$ cat src/hdl/gas_source_switchover_alarm_macros.svh
// ----------------------------------------------------------------------------
// Gas source switchover alarm - assertion macros
// Shared concurrent assertion forms, clocked and held off during reset.
// ----------------------------------------------------------------------------
`ifndef GAS_SOURCE_SWITCHOVER_ALARM_MACROS_SVH
`define GAS_SOURCE_SWITCHOVER_ALARM_MACROS_SVH

// same-cycle implication
`define GSSA_ASSERT_NOW(label, clk, rst_n, ante, cons) \
	label: assert property (@(posedge clk) disable iff (!rst_n) (ante) |-> (cons)) \
		else $error("gssa assertion failed");

// next-cycle implication
`define GSSA_ASSERT_NEXT(label, clk, rst_n, ante, cons) \
	label: assert property (@(posedge clk) disable iff (!rst_n) (ante) |=> (cons)) \
		else $error("gssa assertion failed");

`endif

$ cat src/hdl/gssa_pkg.sv
// ----------------------------------------------------------------------------
// Gas source switchover alarm - package
// Types, codes and constants shared by the block's files.
// ----------------------------------------------------------------------------
`default_nettype none

package gssa_pkg;

	localparam int PRESS_STEP             = 100;
	localparam int SUPPLY_HIGH            = 3500;
	localparam int SUPPLY_LOW             = 2500;
	localparam int BATTERY_LOW            = 2000;
	localparam int BATTERY_OK             = 2400;
	localparam int CONC_LOST_BEEP_SECONDS = 5;
	localparam int LED_MAX                = 20;

	localparam int CFG_IDX_W  = 3;
	localparam int CFG_DATA_W = 12;

	localparam logic [CFG_IDX_W-1:0] CFG_SWITCH_THR  = 3'd0;
	localparam logic [CFG_IDX_W-1:0] CFG_EMPTY_THR   = 3'd1;
	localparam logic [CFG_IDX_W-1:0] CFG_LINE_HIGH   = 3'd2;
	localparam logic [CFG_IDX_W-1:0] CFG_LINE_LOW    = 3'd3;
	localparam logic [CFG_IDX_W-1:0] CFG_CONC_HIGH   = 3'd4;
	localparam logic [CFG_IDX_W-1:0] CFG_CONC_LOW    = 3'd5;
	localparam logic [CFG_IDX_W-1:0] CFG_RETURN_DLY  = 3'd6;
	localparam logic [CFG_IDX_W-1:0] CFG_AUTO_SWITCH = 3'd7;

	localparam logic [1:0] SRC_LEFT   = 2'd0;
	localparam logic [1:0] SRC_RIGHT  = 2'd1;
	localparam logic [1:0] SRC_CONC   = 2'd2;
	localparam logic [1:0] SRC_UNUSED = 2'd3;

	localparam int AL_EMPTY     = 0;
	localparam int AL_LINE_HIGH = 1;
	localparam int AL_LINE_LOW  = 2;
	localparam int AL_CONC_HIGH = 3;
	localparam int AL_CONC_BAD  = 4;
	localparam int AL_POWER     = 5;
	localparam int AL_BATTERY   = 6;

	localparam int DSP_RIGHT_LOW = 0;
	localparam int DSP_LEFT_LOW  = 1;
	localparam int DSP_CONC_OOR  = 2;
	localparam int DSP_LINE_OOR  = 3;

	localparam logic [6:0] ALARM_RESET = 7'(1 << AL_CONC_BAD);

	typedef struct packed {
		logic [11:0] press_left;
		logic [11:0] press_right;
		logic [11:0] press_line;
		logic [11:0] press_conc;
		logic [11:0] supply_volts;
		logic [11:0] battery_volts;
		logic        swap_request;
		logic        requested_side;
		logic        second_tick;
	} in_item_t;

	typedef struct packed {
		logic [4:0] led_left;
		logic [4:0] led_right;
		logic       left_valve_pin;
		logic       right_valve_pin;
		logic [1:0] active_source;
		logic [6:0] alarm_flags;
		logic [3:0] display_flags;
		logic       buzzer_on;
	} out_item_t;

	typedef struct packed {
		logic [11:0] switch_threshold;
		logic [11:0] empty_threshold;
		logic [11:0] line_high_limit;
		logic [11:0] line_low_limit;
		logic [11:0] conc_high_limit;
		logic [11:0] conc_low_limit;
		logic [7:0]  conc_return_delay;
		logic        auto_switch_always;
	} cfg_t;

	typedef struct packed {
		logic [1:0] source;
		logic       last_cylinder;
		logic       conc_was_ok;
		logic [7:0] conc_wait_count;
		logic [7:0] conc_lost_beep_count;
		logic       blink;
		logic [6:0] alarm_state;
	} state_t;

	// 1 + p / PRESS_STEP, saturating at LED_MAX
	function automatic logic [4:0] bar_level(input logic [11:0] p);
		logic [4:0] lvl;
		lvl = 5'd1;
		for (int k = 1; k < LED_MAX; k++) begin
			if (int'(p) >= k * PRESS_STEP)
				lvl = 5'(k + 1);
		end
		return lvl;
	endfunction

endpackage

`default_nettype wire

$ cat src/hdl/gssa_in_if.sv
// ----------------------------------------------------------------------------
// Gas source switchover alarm - sample channel
// Valid/ready channel carrying one sensor sample set per request.
// ----------------------------------------------------------------------------
`default_nettype none

interface gssa_in_if
	import gssa_pkg::*;
();
	logic     valid;
	logic     ready;
	in_item_t data;

	modport source (output valid, output data, input ready);
	modport sink (input valid, input data, output ready);
endinterface

`default_nettype wire

$ cat src/hdl/gssa_out_if.sv
// ----------------------------------------------------------------------------
// Gas source switchover alarm - result channel
// Valid/ready channel carrying one result item per request.
// ----------------------------------------------------------------------------
`default_nettype none

interface gssa_out_if
	import gssa_pkg::*;
();
	logic      valid;
	logic      ready;
	out_item_t data;

	modport source (output valid, output data, input ready);
	modport sink (input valid, input data, output ready);
endinterface

`default_nettype wire

$ cat src/hdl/gssa_cfg_regs.sv
// ----------------------------------------------------------------------------
// Gas source switchover alarm - configuration registers
// Write-only register file for thresholds, limits and switch options.
// ----------------------------------------------------------------------------
`default_nettype none

module gssa_cfg_regs
	import gssa_pkg::*;
(
	input  wire logic                  clk,
	input  wire logic                  arst_n,
	input  wire logic                  cfg_wr_en,
	input  wire logic [CFG_IDX_W-1:0]  cfg_index,
	input  wire logic [CFG_DATA_W-1:0] cfg_wdata,
	output cfg_t                       cfg
);

	cfg_t cfg_q;

	always_ff @(posedge clk or negedge arst_n) begin
		if (!arst_n) begin
			cfg_q.switch_threshold   <= 12'd0;
			cfg_q.empty_threshold    <= 12'd0;
			cfg_q.line_high_limit    <= 12'd4095;
			cfg_q.line_low_limit     <= 12'd0;
			cfg_q.conc_high_limit    <= 12'd4095;
			cfg_q.conc_low_limit     <= 12'd0;
			cfg_q.conc_return_delay  <= 8'd0;
			cfg_q.auto_switch_always <= 1'b0;
		end else if (cfg_wr_en) begin
			case (cfg_index)
				CFG_SWITCH_THR:  cfg_q.switch_threshold   <= cfg_wdata;
				CFG_EMPTY_THR:   cfg_q.empty_threshold    <= cfg_wdata;
				CFG_LINE_HIGH:   cfg_q.line_high_limit    <= cfg_wdata;
				CFG_LINE_LOW:    cfg_q.line_low_limit     <= cfg_wdata;
				CFG_CONC_HIGH:   cfg_q.conc_high_limit    <= cfg_wdata;
				CFG_CONC_LOW:    cfg_q.conc_low_limit     <= cfg_wdata;
				CFG_RETURN_DLY:  cfg_q.conc_return_delay  <= cfg_wdata[7:0];
				CFG_AUTO_SWITCH: cfg_q.auto_switch_always <= cfg_wdata[0];
				default: ;
			endcase
		end
	end

	assign cfg = cfg_q;

endmodule

`default_nettype wire

$ cat src/hdl/gssa_step.sv
// ----------------------------------------------------------------------------
// Gas source switchover alarm - step logic
// Source selection, valve pins, alarms, display flags and buzzer for one
// sample, plus the next controller state.
// ----------------------------------------------------------------------------
`default_nettype none

module gssa_step
	import gssa_pkg::*;
(
	input  cfg_t      cfg,
	input  state_t    state,
	input  in_item_t  item,
	output state_t    state_nxt,
	output out_item_t res
);

	always_comb begin
		logic [1:0]  src;
		logic        last_cyl;
		logic        was_ok;
		logic [7:0]  wait_cnt;
		logic [7:0]  beep_cnt;
		logic        pin_l;
		logic        pin_r;
		logic [11:0] own;
		logic [11:0] other;
		logic [6:0]  al;
		logic [3:0]  disp;
		logic        buzz;
		logic [11:0] pl;
		logic [11:0] pr;
		logic [11:0] sw;

		pl       = item.press_left;
		pr       = item.press_right;
		sw       = cfg.switch_threshold;
		src      = state.source;
		last_cyl = state.last_cylinder;
		was_ok   = state.conc_was_ok;
		wait_cnt = state.conc_wait_count;
		beep_cnt = state.conc_lost_beep_count;
		pin_l    = 1'b1;
		pin_r    = 1'b1;

		if (item.swap_request && pr >= sw && pl >= sw && src != SRC_CONC)
			src = {1'b0, item.requested_side};

		own   = (src == SRC_LEFT) ? pl : pr;
		other = (src == SRC_LEFT) ? pr : pl;

		case (src)
			SRC_LEFT, SRC_RIGHT: begin
				if (src == SRC_LEFT)
					pin_l = 1'b0;
				else
					pin_r = 1'b0;
				if (own <= sw && (cfg.auto_switch_always || state.alarm_state[AL_LINE_LOW])
					&& other >= sw) begin
					last_cyl = ~src[0];
					src      = {1'b0, ~src[0]};
				end
				if (!was_ok && !state.alarm_state[AL_CONC_BAD]) begin
					wait_cnt = cfg.conc_return_delay;
					was_ok   = 1'b1;
				end
				if (was_ok && wait_cnt == 8'd0)
					src = SRC_CONC;
			end
			SRC_CONC: begin
				if (state.alarm_state[AL_CONC_BAD]) begin
					beep_cnt = 8'(CONC_LOST_BEEP_SECONDS);
					src      = {1'b0, last_cyl};
					was_ok   = 1'b0;
				end
			end
			default: ;
		endcase

		al = 7'd0;
		al[AL_EMPTY]     = (pl <= sw && pr <= cfg.empty_threshold)
			|| (pr <= sw && pl <= cfg.empty_threshold);
		al[AL_LINE_HIGH] = item.press_line > cfg.line_high_limit;
		al[AL_LINE_LOW]  = item.press_line < cfg.line_low_limit;
		al[AL_CONC_HIGH] = item.press_conc > cfg.conc_high_limit;
		al[AL_CONC_BAD]  = item.press_conc < cfg.conc_low_limit;
		al[AL_POWER]     = item.supply_volts > 12'(SUPPLY_HIGH)
			|| item.supply_volts < 12'(SUPPLY_LOW);
		if (item.battery_volts < 12'(BATTERY_LOW) && item.supply_volts < 12'(SUPPLY_LOW))
			al[AL_BATTERY] = 1'b1;
		else if (item.battery_volts <= 12'(BATTERY_OK))
			al[AL_BATTERY] = state.alarm_state[AL_BATTERY];

		disp = 4'd0;
		disp[DSP_RIGHT_LOW] = pr < cfg.empty_threshold;
		disp[DSP_LEFT_LOW]  = pl < cfg.empty_threshold;
		disp[DSP_CONC_OOR]  = al[AL_CONC_HIGH] || al[AL_CONC_BAD];
		disp[DSP_LINE_OOR]  = al[AL_LINE_HIGH] || al[AL_LINE_LOW];

		if (al[AL_BATTERY])
			buzz = 1'b1;
		else if (al[AL_CONC_HIGH] || al[AL_EMPTY] || al[AL_LINE_HIGH] || al[AL_LINE_LOW])
			buzz = 1'b1;
		else if (al[AL_POWER])
			buzz = (beep_cnt != 8'd0) || state.blink;
		else
			buzz = beep_cnt != 8'd0;

		state_nxt.source               = src;
		state_nxt.last_cylinder        = last_cyl;
		state_nxt.conc_was_ok          = was_ok;
		state_nxt.alarm_state          = al;
		state_nxt.blink                = state.blink ^ item.second_tick;
		state_nxt.conc_wait_count      = (item.second_tick && wait_cnt != 8'd0)
			? wait_cnt - 8'd1 : wait_cnt;
		state_nxt.conc_lost_beep_count = (item.second_tick && beep_cnt != 8'd0)
			? beep_cnt - 8'd1 : beep_cnt;

		res.led_left        = bar_level(pl);
		res.led_right       = bar_level(pr);
		res.left_valve_pin  = pin_l;
		res.right_valve_pin = pin_r;
		res.active_source   = src;
		res.alarm_flags     = al;
		res.display_flags   = disp;
		res.buzzer_on       = buzz;
	end

endmodule

`default_nettype wire

$ cat src/hdl/gas_source_switchover_alarm.sv
// ----------------------------------------------------------------------------
// Gas source switchover alarm - top level
// Picks the gas source per sensor sample and reports valves, bars, alarms.
// ----------------------------------------------------------------------------
// One request on the sample channel gives one request on the result channel.
// A sample is registered in the input stage, evaluated against the controller
// state by combinational compare logic, and its result lands in an output
// register; a new sample is taken every cycle while the result channel does
// not stall, with the controller state updated as each result is registered.
// The output register holds a result while the result channel stalls.
// Configuration writes take effect at the next edge and belong in idle time.
`default_nettype none

module gas_source_switchover_alarm
	import gssa_pkg::*;
(
	input  wire logic                  clk,
	input  wire logic                  arst_n,
	gssa_in_if.sink                    sample,
	gssa_out_if.source                 result,
	input  wire logic                  cfg_wr_en,
	input  wire logic [CFG_IDX_W-1:0]  cfg_index,
	input  wire logic [CFG_DATA_W-1:0] cfg_wdata
);

	`include "gas_source_switchover_alarm_macros.svh"

	cfg_t      cfg;
	in_item_t  item_s1;
	logic      valid_s1;
	state_t    state_q;
	state_t    state_nxt;
	out_item_t res_nxt;
	out_item_t res_q;
	logic      res_valid_q;
	logic      out_free;
	logic      advance;

	gssa_cfg_regs u_cfg (
		.clk       (clk),
		.arst_n    (arst_n),
		.cfg_wr_en (cfg_wr_en),
		.cfg_index (cfg_index),
		.cfg_wdata (cfg_wdata),
		.cfg       (cfg)
	);

	gssa_step u_step (
		.cfg       (cfg),
		.state     (state_q),
		.item      (item_s1),
		.state_nxt (state_nxt),
		.res       (res_nxt)
	);

	assign out_free     = !res_valid_q || result.ready;
	assign advance      = valid_s1 && out_free;
	assign sample.ready = !valid_s1 || advance;

	always_ff @(posedge clk or negedge arst_n) begin
		if (!arst_n) begin
			valid_s1 <= 1'b0;
		end else if (sample.ready) begin
			valid_s1 <= sample.valid;
		end
	end

	always_ff @(posedge clk) begin
		if (sample.ready && sample.valid)
			item_s1 <= sample.data;
	end

	always_ff @(posedge clk or negedge arst_n) begin
		if (!arst_n) begin
			res_valid_q <= 1'b0;
		end else if (out_free) begin
			res_valid_q <= valid_s1;
		end
	end

	always_ff @(posedge clk) begin
		if (advance)
			res_q <= res_nxt;
	end

	always_ff @(posedge clk or negedge arst_n) begin
		if (!arst_n) begin
			state_q.source               <= SRC_LEFT;
			state_q.last_cylinder        <= 1'b0;
			state_q.conc_was_ok          <= 1'b0;
			state_q.conc_wait_count      <= 8'd0;
			state_q.conc_lost_beep_count <= 8'd0;
			state_q.blink                <= 1'b0;
			state_q.alarm_state          <= ALARM_RESET;
		end else if (advance) begin
			state_q <= state_nxt;
		end
	end

	assign result.valid = res_valid_q;
	assign result.data  = res_q;

	`GSSA_ASSERT_NOW(a_src_code, clk, arst_n, 1'b1, state_q.source != SRC_UNUSED)
	`GSSA_ASSERT_NOW(a_conc_ok, clk, arst_n, state_q.source == SRC_CONC, state_q.conc_was_ok)
	`GSSA_ASSERT_NOW(a_one_valve, clk, arst_n, result.valid,
		result.data.left_valve_pin || result.data.right_valve_pin)
	`GSSA_ASSERT_NEXT(a_state_hold, clk, arst_n, !advance, $stable(state_q))

endmodule

`default_nettype wire
$ cat src/flat_wrapper.sv
// flat-port wrapper written by rule: the top's interface ports become plain ports
module gas_source_switchover_alarm_flat import gssa_pkg::*;
  (clk, arst_n, cfg_wr_en, cfg_index, cfg_wdata, sample_valid, sample_data, sample_ready, result_valid, result_data, result_ready);
  gssa_in_if sample_i ();
  gssa_out_if result_i ();
  input  wire logic clk;
  input  wire logic arst_n;
  input  wire logic cfg_wr_en;
  input  wire logic [CFG_IDX_W-1:0] cfg_index;
  input  wire logic [CFG_DATA_W-1:0] cfg_wdata;
  input wire logic [$bits(sample_i.valid)-1:0] sample_valid;
  input wire logic [$bits(sample_i.data)-1:0] sample_data;
  output wire logic [$bits(sample_i.ready)-1:0] sample_ready;
  output wire logic [$bits(result_i.valid)-1:0] result_valid;
  output wire logic [$bits(result_i.data)-1:0] result_data;
  input wire logic [$bits(result_i.ready)-1:0] result_ready;
  assign sample_i.valid = sample_valid;
  assign sample_i.data = sample_data;
  assign sample_ready = sample_i.ready;
  assign result_valid = result_i.valid;
  assign result_data = result_i.data;
  assign result_i.ready = result_ready;
  gas_source_switchover_alarm u_core (.clk(clk), .arst_n(arst_n), .sample(sample_i), .result(result_i), .cfg_wr_en(cfg_wr_en), .cfg_index(cfg_index), .cfg_wdata(cfg_wdata));
endmodule
$ cat config.mk
export PLATFORM = sky130hd
export DESIGN_NAME = gas_source_switchover_alarm_flat
export DESIGN_NICKNAME = d
export VERILOG_FILES = /design/src/hdl/gssa_pkg.sv /design/src/hdl/gssa_in_if.sv /design/src/hdl/gssa_out_if.sv /design/src/hdl/gssa_cfg_regs.sv /design/src/hdl/gssa_step.sv /design/src/hdl/gas_source_switchover_alarm.sv /design/src/flat_wrapper.sv
export VERILOG_INCLUDE_DIRS = /design/src /design/src/hdl
export SDC_FILE = /design/constraint.sdc
export NUM_CORES = 1
export LEC_CHECK = 0
export BUFFER_PORTS_ARGS = -buffer_cell sky130_fd_sc_hd__buf_2
export CAP_MARGIN = 20
export CORE_MARGIN = 4
export CORE_UTILIZATION = 54
export DETAILED_ROUTE_END_ITERATION = 16
export PLACE_DENSITY_LB_ADDON = 0.1
export SYNTH_ARGS = -nofsm -noshare
export SYNTH_HDL_FRONTEND = slang
export SYNTH_SLANG_ARGS = --single-unit
$ cat constraint.sdc
create_clock -name clk -period 4.7 [get_ports clk]
set_input_delay 0.235 -clock clk [delete_from_list [all_inputs] [get_ports clk]]
set_output_delay 0.235 -clock clk [all_outputs]
set_load 0.05 [all_outputs]
---- Yosys cells after proc, flatten, opt, wreduce, memory -nomap -nowiden ----
Cells that the tools add are included.
word-level totals
  input bits .............................. 95
  flip-flop bits (word level) ............. 212
  output and inout bits ................... 28
cells by class
  magnitude comparators ................... 56
  reductions and logical operators ........ 49
  $add $sub $neg .......................... 2
  equal/unequal tests ..................... 11
  bitwise gates (word level) .............. 2
  multiplexer cells ....................... 59
operators by type and width
  kind                                                                  count
  greater-or-equal comparator 12 x 11 -> 1 bit (second input constant)  18
  two-way mux 5 bit                                                     26
  greater-or-equal comparator 12 x 10 -> 1 bit (second input constant)  10
  greater-or-equal comparator 12 x 9 -> 1 bit (second input constant)   6
  less-or-equal comparator 12 bit                                       5
  two-way mux 8 bit                                                     7
  < comparator 12 bit                                                   4
  greater-or-equal comparator 12 bit                                    3
  greater-or-equal comparator 12 x 7 -> 1 bit (second input constant)   2
  greater-or-equal comparator 12 x 8 -> 1 bit (second input constant)   2
  > comparator 12 bit                                                   2
  two-way mux 12 bit                                                    2
  two-way mux 3 bit                                                     8
  AND reduction 2 bit                                                   8
  nonzero test 8 bit                                                    2
  subtractor 8 x 1 -> 8 bit (second input constant)                     2
  logical AND 1 bit                                                     14
  equality test 3 bit (second input constant)                           4
  > comparator 12 bit (second input constant)                           1
  less-or-equal comparator 12 bit (second input constant)               1
  < comparator 12 x 11 -> 1 bit (second input constant)                 1
  < comparator 12 bit (second input constant)                           1
  two-way mux 2 bit                                                     6
  logical OR 1 bit                                                      11
  other kinds (19)                                                      33

---- Logic depth before layout (Yosys ltp) ----
  depth in word-level cells ............... 19
  gate-level depth with buffers ........... 25
  depth with buffers taken out ............ 23

---- Cells and area by module ----
A second synthesis with hierarchy kept.
second synthesis, totals
  cell total of the unflattened synthesis .. 1074
  area, all modules ....................... 12670.9 um2
by module, submodules not included
  module                       times used  cells each  area an instance (um2)
  gssa_step                    1           729         5121.2
  gas_source_switchover_alarm  1           169         4214.0
  gssa_cfg_regs                1           176         3335.7

---- Worst setup path after synthesis ----
No wires, ideal clock.
  kind .................................... register -> register
  start ................................... reg u_core.item_s1[60] in the netlist's numbering
  end ..................................... reg u_core.state_q[26] in the netlist's numbering
  path slack .............................. 250 ps
  library setup time ...................... 110 ps
  data arrival time ....................... 4340 ps
  stages on the path, launching flop included .. 22
  period minus slack after synthesis ...... 4450 ps
  buffers on the path ..................... 2
  data required time ...................... 4590 ps
  cell sequence ........................... edfxtp_1 -> ha_1 -> nand4_1 -> or3_1 -> a22oi_4 -> nand2_2 -> o22a_2 -> or2_1 -> buf_6 -> buf_12 -> mux2_4 -> ha_1 -> and3_1 -> a221oi_1 -> nor2b_1 -> nor3_1 -> o21ai_0 -> o31ai_1 -> o221ai_1 -> nor3_2 -> a311oi_1 -> o41ai_1
on the way
  longest elaborated chain between the ends .. 13
  elaborated cells on any way between the ends .. 20
  classes of those cells .................. order compare: 3; eq/ne: 2; mux: 7; bitwise: 1; reduce/logical: 7
RTL lines
  element                               line                                               source
  start, declared                       gas_source_switchover_alarm.sv:29                  in_item_t item_s1;
  start signal, assigned                gas_source_switchover_alarm.sv:70                  item_s1 <= sample.data;
  greater-or-equal comparator 12 bit    gssa_step.sv:46                                    if (item.swap_request && pr >= sw && pl >= sw && src != SRC_CONC)
  logical AND 1 bit (3 in a row)        gssa_step.sv:46
  two-way mux 2 bit                     gssa_step.sv:46
  zero test 2 bit                       gssa_step.sv:49, gssa_step.sv:50, gssa_step.sv:52
  two-way mux 12 bit                    gssa_step.sv:49                                    own = (src == SRC_LEFT) ? pl : pr;
  less-or-equal comparator 12 bit       gssa_step.sv:58                                    if (own <= sw && (cfg.auto_switch_always || state.alarm_state[AL_LINE_LOW])
  logical AND 1 bit                     gssa_step.sv:58
  logical AND 1 bit                     gssa_step.sv:59                                    && other >= sw) begin
  two-way mux 2 bit                     gssa_step.sv:58
  two-way mux 2 bit                     gssa_step.sv:67                                    if (was_ok && wait_cnt == 8'd0)
  one-hot mux 2 bit (2 select lines) *  gssa_step.sv:52                                    case (src)
  end signal, assigned                  gas_source_switchover_alarm.sv:96                  state_q <= state_nxt;
  end, declared                         gas_source_switchover_alarm.sv:31                  state_t state_q;
Every way passes the cells marked *; elsewhere a longest branch is shown, timed or not.
A chain may end at the register's enable or synchronous reset.

---- Final worst setup path ----
  start ................................... reg u_core.u_cfg.cfg_q, in the netlist u_core.u_cfg.cfg[70]
  end ..................................... reg u_core.state_q[26] in the netlist's numbering
on the way
  longest elaborated chain between the ends .. 13
  elaborated cells on any way between the ends .. 21
  classes of those cells .................. order compare: 4; eq/ne: 2; mux: 7; bitwise: 1; reduce/logical: 7
RTL lines
  element                               line                                               source
  start, declared                       gssa_cfg_regs.sv:18                                cfg_t cfg_q;
  greater-or-equal comparator 12 bit    gssa_step.sv:46
  logical AND 1 bit (3 in a row)        gssa_step.sv:46
  two-way mux 2 bit                     gssa_step.sv:46
  zero test 2 bit                       gssa_step.sv:49, gssa_step.sv:50, gssa_step.sv:52
  two-way mux 12 bit                    gssa_step.sv:49
  less-or-equal comparator 12 bit       gssa_step.sv:58
  logical AND 1 bit                     gssa_step.sv:58
  logical AND 1 bit                     gssa_step.sv:59
  two-way mux 2 bit                     gssa_step.sv:58
  two-way mux 2 bit                     gssa_step.sv:67
  one-hot mux 2 bit (2 select lines) *  gssa_step.sv:52
Marked as above.

==> impl_metrics.toml <==
[global_routing]
grt_max_degree = 77
grt.met2_usage = 0.436
gr-usage-met3 = 0.0330
antenna_found_initial = 0
met1_usage = 0.347
grtUsageTotal = 0.258
grt_pass1_wl_mm = 50.4
grt_pass1_vias = 9531
busiest_layer = "met2"
gr-total-overflow = 0

[critical_path]
reg2reg_from = "u_core.u_cfg.cfg[70]"
crit_type = "register to register"
crit_path_end = "u_core.state_q[26]"
crit_path_end_kind = "register"
cp.required_ns = 5.12
cp_slowest_cell = "dfrtp_1"
crit_chain = "inv_2 > ha_4 > nor2b_2 > o211ai_2 > a211oi_2 > nor3_2 > a22oi_4 > nand2_2 > nor2_1 > o22a_2 > or2_4 > buf_12 > mux2i_1 > ha_1 > and3_4 > a221oi_2 > nor2b_1 > nor3_1 > o21ai_1 > o31ai_1 > o221ai_1 > nor3_2 > a311oi_2 > o41ai_2"
cpPeakStageDelay_ns = 0.37
startpoint_type = "register"
path_common_cell = "nor3_2"
reg2regPathDepth = 24
ff2ff_setup_slack_ns = -0.02
startpoint = "u_core.u_cfg.cfg[70]"
r2r_end = "u_core.state_q[26]"
crit_arrival_ns = 5.14
critPathMaxFanout = 6

[floorplanning]
core_area_mm2 = 0.0218
initial_utilization = 0.550
rows = 54
die_area_mm2 = 0.0247
die_w_um = 157
fp.dieH_um = 157
ios = 123

[power]
p_switching_mw = 2.20
p_per_area_mw_per_mm2 = 440
seqPwrFrac = 0.378
p_int_mw = 4.42
power.leakage_nw = 6.62
netSwitchingFraction = 0.332
ir_drop_uv = 408
combinationalPowerShare = 0.349
pwr-share-clk = 0.273

[synth]
seq_area_frac_synth = 0.479
netlist_area_mm2 = 0.0120
synth_async_sr_flop_share = 0.514
ys.flop_type = "edfxtp_1"
synth_nets = 1341
yosys_warnings = 0
synthCells = 1124
syn_area_per_cell_um2 = 10.7
yosysUniqueCellTypes = 81
synth_edf_count = 101
synth.ff_latch_count = 208

[clocking]
cts_max_level = 1
path_clk_slew_ns = 0.06
cts_buffer_depth = 3
numCtsBuffers = 24
worstSkewPairLatency_ns = 0.54
cts_sinks = 208
ctsRootBufferMaster = "clkbuf_16"
cts_tree = "done"

[final_layout]
regArea_mm2 = 0.00574
design_area_mm2 = 0.0150
diodes = 0
final_cell_mix = "121 x buf_2, 115 x ha_1, 101 x edfxtp_1"
area_growth_pct = 25.1
multi_input_area_mm2 = 0.00589
mostFrequentLayoutCell = "buf_2"
nFillCells = 1645
drive_gt1_frac = 0.252
finish.utilization = 0.688
nets = 1589

[route]
wl_per_cell_um = 19.0
drc = 0
dr.pass1.iters = 7
totalWireLength_mm = 31.8
first_iter_violations = 564
num_vias = 9605
ant_nets = 0
via_per_inst = 5.75

[timing]
max_freq_mhz = 212
maxSlewViolCount = 0
fin_worst_skew_ns = 0.0113
finalCritPeriodShare = 1.00
timing.final.ws_setup_ns = -0.0176
setup_viol = 1
slew_headroom = 0.257
min_period_ns = 4.72
grt_setup_unrepaired = "true"
hold_viol_final = 0
worst_slew_pin_slew_ns = 1.11

[status]
status = "finished with violations"
violations = "setup timing"

[place]
port_buffers = 122
placed_area_mm2 = 0.0132
dp_hpwl_mm = 22.1
place_congestion = 0.915

[run]
cap_violations = 0

[min_path]
holdCritPathClass = "primary input to register"
## state kept, by name (all words and copies together) (netlist names)
signal / flops
u_core.state_q: 24
u_core.valid_s1: 1
u_core.item_s1: 75
u_core.u_cfg.cfg: 81
u_core.result.valid: 1
u_core.result.data: 26
## stage by stage
step	TNS, ns	hold WS, ns	power, mW	cells	setup slack, ns
after floorplan	0	-0.0606	4.03	1124	0.250
after global placement	0	0.411	4.54	1533	0.115
after detailed placement	-0.0584	0.413	4.60	1533	-0.0584
after CTS	0	0.00596	6.49	1658	0.109
after global routing	-0.601	0.0372	7.03	1670	-0.261
final	-0.0176	0.0220	6.61	1670	-0.0176
## layout make-up
cell class                      instances  area share
Clock buffer                           34      0.0467
Clock inverter                         10     0.00508
Inverter                               86      0.0215
Multi-Input combinational cell        786       0.392
Sequential cell                       208       0.382
Tap cell                              280      0.0233
Timing Repair Buffer                  266       0.129
## logic make-up (layout without fill, tap and decap cells)
family	after synthesis	after routing	synth area share
compound gates	275	275	0.146
xor+xnor	6	6	0.00438
fa+ha+maj	122	122	0.127
buf+inv	130	396	0.0445
flops	208	208	0.479
mux	73	73	0.0715
simple gates	310	310	0.128
## synth_stat cells (all sizes together) (6+ instances only)
cell type    n  area (um^2)
a21oi       71          355
or2          6         37.5
a31oi       12         75.1
mux2i       13          134
nor2        64          240
a21o        31          233
dfstp       25          657
nand2      101          382
edfxtp     101         3030
clkbuf      34          128
or3          8         55.1
o211ai       8         65.1
inv         86          323
buf         10         83.8
ha         122         1530
mux2        60          724
nor2b       10         65.1
o31ai        6         45.0
nand3       14         70.1
nand4       23          150
and3         9         56.3
dfrtp       82         2050
a211oi       7         52.6
nand2b      13         81.3
nor3        36          195
o21ai       87          435
## worst min-delay path by stage
stage,startpoint,to,cells past startpoint
final,cfg_wdata[1],u_core.u_cfg.cfg[46],3
after global routing,cfg_wdata[9],u_core.u_cfg.cfg[54],3
after CTS,cfg_wdata[1],u_core.u_cfg.cfg[46],3
after detailed placement,sample_data[4],u_core.item_s1[4],1
after global placement,sample_data[10],u_core.item_s1[10],1
after floorplan,arst_n,u_core.result.valid,0
## critical path: cells and delay by family, from the launching register on
| family | cells | cell delay (ns) |
|---|---|---|
| compound gates | 10 | 1.69 |
| mux | 1 | 0.11 |
| fa+ha+maj | 2 | 0.57 |
| buf+inv | 2 | 0.26 |
| simple gates | 9 | 1.59 |
| flops | 1 | 0.37 |
## power groups by stage
stage	sequential (mW)	clock, mW	combinational [mW]
2_1_floorplan	2.60	0	1.42
3_3_place_gp	2.52	0	2.03
3_5_place_dp	2.53	0	2.08
4_1_cts	2.50	1.84	2.15
5_1_grt	2.54	1.92	2.57
6_report	2.50	1.80	2.31
## repair_timing
| item | in CTS | in global routing |
|---|---|---|
| hold endpoints to repair | 138 | 0 |
| cloned | 0 | 0 |
| hold buffers | 81 | 0 |
| gates resized for setup | 1 | 21 |
| setup endpoints to repair | 2 | 3 |
| pin swaps | 0 | 24 |
| setup buffers | 0 | 11 |
## metal layers
| metal | share of wire | vias to the layer above |
|---|---|---|
| li1 | - | 4626 |
| met3 | 0.052 | 75 |
| met4 | 0.037 | 0 |
| met2 | 0.48 | 297 |
| met5 | 0 | - |
| met1 | 0.43 | 4607 |
Power figures use the tool's default switching activity.
